===== src/pled_pkg.sv =====
// ----------------------------------------------------------------------------
// pled_pkg
// Types and constants shared by the parallel LED strip waveform driver.
// ----------------------------------------------------------------------------
package pled_pkg;

  localparam int CODE_W   = 4;
  localparam int CODES_W  = 64;
  localparam int PINS_W   = 16;
  localparam int TICK_W   = 10;
  localparam int SLOT_W   = 5;
  localparam int CFG_IDX_W = 8;
  localparam int SLOTS    = 24;

  localparam logic [CODE_W-1:0] OFF_CODE = 4'hf;

  localparam logic [TICK_W-1:0] PERIOD_RESET    = 10'd80;
  localparam logic [TICK_W-1:0] ZERO_HIGH_RESET = 10'd16;
  localparam logic [TICK_W-1:0] ONE_HIGH_RESET  = 10'd48;

  // register indexes of the configuration port
  localparam logic [CFG_IDX_W-1:0] REG_PERIOD    = 8'd0;
  localparam logic [CFG_IDX_W-1:0] REG_ZERO_HIGH = 8'd1;
  localparam logic [CFG_IDX_W-1:0] REG_ONE_HIGH  = 8'd2;

  // frame slots that can carry a one (slot 0 is G bit 7)
  localparam logic [SLOT_W-1:0] SLOT_G1 = 5'd6;
  localparam logic [SLOT_W-1:0] SLOT_G0 = 5'd7;
  localparam logic [SLOT_W-1:0] SLOT_R1 = 5'd14;
  localparam logic [SLOT_W-1:0] SLOT_R0 = 5'd15;
  localparam logic [SLOT_W-1:0] SLOT_B0 = 5'd23;
  localparam logic [SLOT_W-1:0] LAST_SLOT = 5'(SLOTS - 1);

  typedef enum logic {
    OP_LOAD = 1'b0,
    OP_TICK = 1'b1
  } opcode_t;

  typedef struct packed {
    opcode_t              opcode;
    logic [CODES_W-1:0]   lane_codes;
  } in_item_t;

  typedef struct packed {
    logic [PINS_W-1:0] pins;
    logic              pixel_done;
    logic              sending;
    logic              load_dropped;
  } out_item_t;

  // data bit of one lane for one slot of the grb frame
  function automatic logic frame_bit(input logic [CODE_W-1:0] code,
                                     input logic [SLOT_W-1:0] slot);
    logic b;
    b = 1'b0;
    if (code != OFF_CODE) begin
      case (slot)
        SLOT_G1: b = ~code[1];
        SLOT_G0: b = ~code[0];
        SLOT_R1: b = code[1];
        SLOT_R0: b = code[0];
        SLOT_B0: b = 1'b1;
        default: b = 1'b0;
      endcase
    end
    return b;
  endfunction

endpackage


===== src/parallel_led_strip_waveform_driver_core.sv =====
// ----------------------------------------------------------------------------
// parallel_led_strip_waveform_driver_core
// Drives LANES one-wire LED strips in parallel, one pin word per timer tick.
// ----------------------------------------------------------------------------
// Usage:
//   in_*  : items of opcode load (lane codes start a 24-slot grb frame) or
//           tick (one timer count). Every item gives exactly one result.
//   out_* : pin word, pixel_done at the tick that ends slot 23 (the last), sending, and
//           load_dropped when a load hits a frame already in progress.
//   cfg_* : writes period_ticks (0), zero_high_ticks (1), one_high_ticks (2);
//           other indexes are ignored, cfg_ready is always high.
// The result of an item is registered and is valid after the edge that accepts
// the item. One item is taken per cycle while the output is not stalled, set by the
// single tick counter / slot counter update done at each transfer.
// The result sits in an output register; while the receiver stalls it holds,
// and in_ready drops only when that register is full and not being taken.
// Reset (synchronous, rst_n low) restores the default timing, clears the
// held codes and counters and leaves the block idle with no result pending.
// ----------------------------------------------------------------------------
module parallel_led_strip_waveform_driver_core #(
  parameter int LANES = 16
) (
  input  logic                        clk,
  input  logic                        rst_n,
  input  logic                        in_valid,
  output logic                        in_ready,
  input  pled_pkg::in_item_t          in_data,
  output logic                        out_valid,
  input  logic                        out_ready,
  output pled_pkg::out_item_t         out_data,
  input  logic                        cfg_valid,
  output logic                        cfg_ready,
  input  logic [pled_pkg::CFG_IDX_W-1:0] cfg_index,
  input  logic [pled_pkg::TICK_W-1:0] cfg_data
);

  localparam int HELD_W = pled_pkg::CODE_W * LANES;

  logic [pled_pkg::TICK_W-1:0] period_r, zero_high_r, one_high_r;
  logic [HELD_W-1:0]           held_codes_r, held_codes_nxt;
  logic                        active_r, active_nxt;
  logic [pled_pkg::SLOT_W-1:0] slot_r, slot_nxt;
  logic [pled_pkg::TICK_W-1:0] tick_r, tick_nxt;
  logic                        out_valid_r;
  pled_pkg::out_item_t         out_r, out_nxt;

  logic                        in_xfer;
  logic [pled_pkg::PINS_W-1:0] lane_mask, data_word;
  logic                        period_end;

  assign cfg_ready = 1'b1;
  assign in_ready  = ~out_valid_r | out_ready;
  assign in_xfer   = in_valid & in_ready;
  assign out_valid = out_valid_r;
  assign out_data  = out_r;

  always_comb begin
    lane_mask = '0;
    data_word = '0;
    for (int k = 0; k < LANES; k++) begin
      lane_mask[k] = 1'b1;
      data_word[k] = pled_pkg::frame_bit(
        held_codes_r[k*pled_pkg::CODE_W +: pled_pkg::CODE_W], slot_r);
    end
  end

  assign period_end = ({1'b0, tick_r} + 11'd1) >= {1'b0, period_r};

  always_comb begin
    held_codes_nxt = held_codes_r;
    active_nxt     = active_r;
    slot_nxt       = slot_r;
    tick_nxt       = tick_r;
    out_nxt        = '0;
    if (in_data.opcode == pled_pkg::OP_LOAD) begin
      out_nxt.sending = 1'b1;
      if (active_r) begin
        out_nxt.load_dropped = 1'b1;
      end else begin
        held_codes_nxt = in_data.lane_codes[HELD_W-1:0];
        active_nxt     = 1'b1;
        slot_nxt       = '0;
        tick_nxt       = '0;
      end
    end else if (active_r) begin
      out_nxt.sending = 1'b1;
      // ordered thresholds: all high, then data, then low
      if (tick_r < zero_high_r) begin
        out_nxt.pins = lane_mask;
      end else if (tick_r < one_high_r) begin
        out_nxt.pins = data_word;
      end else begin
        out_nxt.pins = '0;
      end
      if (period_end) begin
        tick_nxt = '0;
        if (slot_r >= pled_pkg::LAST_SLOT) begin
          out_nxt.pixel_done = 1'b1;
          active_nxt         = 1'b0;
          slot_nxt           = '0;
        end else begin
          slot_nxt = slot_r + 5'd1;
        end
      end else begin
        tick_nxt = tick_r + 10'd1;
      end
    end
  end

  always_ff @(posedge clk) begin
    if (!rst_n) begin
      period_r     <= pled_pkg::PERIOD_RESET;
      zero_high_r  <= pled_pkg::ZERO_HIGH_RESET;
      one_high_r   <= pled_pkg::ONE_HIGH_RESET;
      held_codes_r <= '0;
      active_r     <= 1'b0;
      slot_r       <= '0;
      tick_r       <= '0;
      out_valid_r  <= 1'b0;
    end else begin
      if (cfg_valid && cfg_ready) begin
        case (cfg_index)
          pled_pkg::REG_PERIOD:    period_r    <= cfg_data;
          pled_pkg::REG_ZERO_HIGH: zero_high_r <= cfg_data;
          pled_pkg::REG_ONE_HIGH:  one_high_r  <= cfg_data;
          default: ;
        endcase
      end
      if (in_xfer) begin
        held_codes_r <= held_codes_nxt;
        active_r     <= active_nxt;
        slot_r       <= slot_nxt;
        tick_r       <= tick_nxt;
        out_valid_r  <= 1'b1;
      end else if (out_ready) begin
        out_valid_r  <= 1'b0;
      end
    end
  end

  always_ff @(posedge clk) begin
    if (in_xfer) begin
      out_r <= out_nxt;
    end
  end

`ifndef ASSERT_OFF
  // slot counter never runs past the last frame slot
  a_slot_range: assert property (@(posedge clk) disable iff (!rst_n)
    slot_r <= pled_pkg::LAST_SLOT)
    else $error("slot index beyond frame");

  // idle means counters parked at zero
  a_idle_clear: assert property (@(posedge clk) disable iff (!rst_n)
    !active_r |-> (slot_r == '0 && tick_r == '0))
    else $error("counters not cleared while idle");

  // a load taken while idle starts a frame
  a_load_starts: assert property (@(posedge clk) disable iff (!rst_n)
    (in_xfer && in_data.opcode == pled_pkg::OP_LOAD && !active_r) |=> active_r)
    else $error("load did not start a frame");

  // flags of a pending result are consistent
  a_flags: assert property (@(posedge clk) disable iff (!rst_n)
    out_valid_r |-> ((!out_r.pixel_done || out_r.sending) &&
                     (!out_r.load_dropped || (out_r.pins == '0 && !out_r.pixel_done))))
    else $error("inconsistent result flags");
`endif

endmodule

===== config.mk =====
export PLATFORM = sky130hd
export DESIGN_NAME = parallel_led_strip_waveform_driver_core
export DESIGN_NICKNAME = d
export VERILOG_FILES = /design/src/pled_pkg.sv /design/src/parallel_led_strip_waveform_driver_core.sv
export SDC_FILE = /design/constraint.sdc
export NUM_CORES = 1
export LEC_CHECK = 0
export BUFFER_PORTS_ARGS = -buffer_cell sky130_fd_sc_hd__buf_4
export CORE_AREA = 2 2 106 108
export CTS_BUF_LIST = sky130_fd_sc_hd__clkbuf_4 sky130_fd_sc_hd__clkbuf_8 sky130_fd_sc_hd__clkbuf_16
export CTS_CLUSTER_DIAMETER = 200
export CTS_CLUSTER_SIZE = 20
export DETAILED_ROUTE_END_ITERATION = 8
export DIE_AREA = 0 0 108 110
export GPL_TIMING_DRIVEN = 1
export PLACE_DENSITY = 0.83
export SKIP_LAST_GASP = 1
export SLEW_MARGIN = 20
export SYNTH_ARGS = -nofsm -noshare
export SYNTH_HDL_FRONTEND = slang
export SYNTH_SLANG_ARGS = --single-unit

===== constraint.sdc =====
create_clock -name clk -period 6.4 [get_ports clk]
set_input_delay 0.96 -clock clk [delete_from_list [all_inputs] [get_ports clk]]
set_output_delay 0.96 -clock clk [all_outputs]
set_load 0.02 [all_outputs]

==> metrics.yaml <==
route:
  viasPerCell: 5.80
  wl_met2_um: 7740
  drtPass1Iterations: 7
  drcViolationCount: 0
  highest-signal-layer: "met4"
  drtAntennaViolNets: 0
  routed-via-count: 5677
  post_drt_wl_per_cell_um: 16.3
  drt_wl_total_um: 16000
  drt_iter0_markers: 527
  met1_length_um: 6520
  dr_wl_met3_um: 1250
sta:
  final.period_utilization_pct: 54.5
  final.setup.tns_ps: 0
  rsz0062_at_grt: "no"
  max_freq_ghz: 0.287
  fin_crit_ps: 3490
  setup_viol: 0
  fin_skew_ps: 7.35
  maxSlewViolCount: 0
  hold_viol: 0
  slew_headroom_pct: 30.5
  worstMarginPinSlew_ps: 1040
  whs_ps: 455
worst_setup_path:
  crit_required_ps: 6770
  cp-end-kind: "register"
  arrival_ps: 3850
  rr_startpoint: "tick_r[0]"
  r2r_cells: 10
  path_class: "register to register"
  reg2reg_to: "slot_r[3]"
  cp_max_fo: 11
  worstSetupStartpointType: "register"
  rrSetupSlack_ps: 2910
synthesis:
  postSynthCellCount: 734
  synth_seq_cells: 130
  avgSynthCellArea_um2: 8.51
  synth_edf_count: 19
  yosys.area_share.simple_pct: 18.7
  async_flop_share_pct: 0
  ys_seq_area_share_pct: 44.7
  synth_common_cells: "nand2_1, dfxtp_1, a21oi_1"
  synth_fa_ha_area_share_pct: 7.01
  yosysTopAreaCellShare_pct: 35.6
  synth_compound_area_share_pct: 17.2
  synth_largest_area_cell: "dfxtp_1"
  yosys.cell_types.count: 52
  synth_top_family_by_area: "simple AND/OR/NAND/NOR gates"
  yosys-top-cells-area: "dfxtp_1, edfxtp_1, nand2_1"
  post-synth-top-count-cell: "nand2_1"
  netlist_area_mm2: 0.00625
  synth_mux_area_share_pct: 4.49
  synth_xor_area_share_pct: 3.23
  syn_nets: 857
  synthFlopType: "dfxtp_1"
  ys_warn_count: 0
clocking:
  clockRootBuffer: "clkbuf_8"
  clk-insertion-delay-late_ps: 530
  clockBufferDepth: 2
  numClockSinks: 130
  clk_pin_slew_worst_paths_ps: 60
  htree_num_levels: 4
  postCtsHoldBufs: 0
  postCtsResizedCells: 0
  cts_inserted_buffers: 17
  post_cts_buffers: 0
  cts_tree: "yes"
pwr:
  p_comb_share_pct: 7.4
  p_leak_nw: 3.27
  internal-power_mw: 1.57
  power_density_mw_per_mm2: 260
  ir_drop_mv: 0.133
  p_clk_share_pct: 49.1
  p_sw_share_pct: 22.1
  seqPwrFrac_pct: 43.5
  p_sw_uw: 445
placed_design:
  gp_congestion: 0.861
  io_buffers: 108
  dpl_cell_area_mm2: 0.00711
  dpl.cell_count: 946
  hpwlAfterDp_um: 10300
global_route:
  grt_overflow_total: 0
  grt_usage_pct: 28.0
  grt_pass1_vias: 5521
  antenna_found_initial: 0
  grt_max_degree: 98
  grt_first_pass_wirelength_um: 25900
flow_run:
  max_cap_viol_count: 0
hold_path:
  min_from: "held_codes_r[3]"
  holdPathStages: 2
  holdPathEnd: "held_codes_r[3]"
  hp-class: "register to register"
layout:
  layout-drive-gt1-share_pct: 18.4
  fillers: 756
  fin_area_mm2: 0.00774
  final_nets: 948
  finalNonFillerCells: 978
  final_core_util_pct: 72.4
  diodes: 0
  area_delta_synth_final_pct: 24.0
floorplan:
  die_h_um: 110
  ios: 110
  core_mm2: 0.0107
  start_util_pct: 58.4
  dieArea_mm2: 0.0119
  std_cell_rows: 38
  die_w_um: 108
run_status:
  run_status: "completed"
[power by group through the flow]
stage | registers (mW) | logic (mW) | clock network [mW]
after detailed placement | 0.893 | 0.145 | 0
after floorplan | 0.898 | 0.0654 | 0
after global placement | 0.892 | 0.139 | 0
after CTS | 0.876 | 0.147 | 0.995
final | 0.877 | 0.149 | 0.989
after global routing | 0.879 | 0.162 | 1.04
[cells by family after synthesis]
family | count (synthesis)
AND/OR/NAND/NOR | 260
AO/OA/AOI/OAI | 183
flip-flops | 130
buffers and inverters | 74
adder cells (fa/ha/maj) | 35
multiplexers | 28
XOR/XNOR | 23
other | 1
[routing by layer]
metal	up-vias	track usage, %
met3	53	6.35
met5	-	0
met2	271	46.7
met1	2633	33.9
li1	2720	-
met4	0	14.9
[worst max-delay path, cell delays in order, from the launching register on]
cell and delay [ps]:
dfxtp_1 500, ha_1 340, nand3_1 130, xnor2_1 220, ha_1 290, a21o_1 160
a221o_1 320, a41o_1 280, a21oi_1 800, or4_1 230, a31oi_1 70
[cells in the final DEF (no fill, tap or decap), types with 2 or more instances in the layout]
master     count
a32o_1         8
mux2i_1       28
a21oi_1      110
nand2b_1      21
nor2_1        37
nor3_1         3
and3_1         3
dfxtp_1      111
nor2b_1        2
o211ai_1       3
or4_1          7
clkbuf_16     19
clkinv_2       5
o21ai_0       15
clkbuf_4       3
a21o_1         7
edfxtp_1      19
xnor2_1       21
bufinv_16      2
o21ai_1       10
ha_1          35
clkbuf_8       2
nand3_1       25
inv_1         33
nand2_1      146
nor4_1         3
xor2_1         2
buf_4        111
a31oi_1       18
and2_1         2
[flip-flops by register name, indices dropped and copies added (netlist names)]
name,cells
active_r,1
held_codes_r,64
one_high_r,10
out_data,19
out_valid,1
period_r,10
slot_r,5
tick_r,10
zero_high_r,10
[cell type report]
type	count	area [µm²]	share of cell area, %
multi-input combinational	530	3190	41.2
sequential	130	2790	36.1
timing repair buffer	111	833	10.8
clock buffer	24	526	6.79
tap	140	175	2.26
inverter	35	131	1.70
clock inverter	8	93.8	1.21
[worst max-delay path by stage]
stage | startpoint | end | cells after the start
after floorplan | out_ready | held_codes_r[16] | 7
after global placement | out_ready | held_codes_r[26] | 7
final | tick_r[0] | slot_r[3] | 10
after CTS | tick_r[0] | slot_r[3] | 10
after detailed placement | out_ready | held_codes_r[1] | 7
after global routing | tick_r[0] | slot_r[3] | 10
[stage by stage]
stage	power, mW	setup WS (ps)
after global routing	2.08	2700
final	2.01	2910
after global placement	1.03	3100
after CTS	2.02	3000
after floorplan	0.963	3770
after detailed placement	1.04	2960
Power figures use the tool's default switching activity.
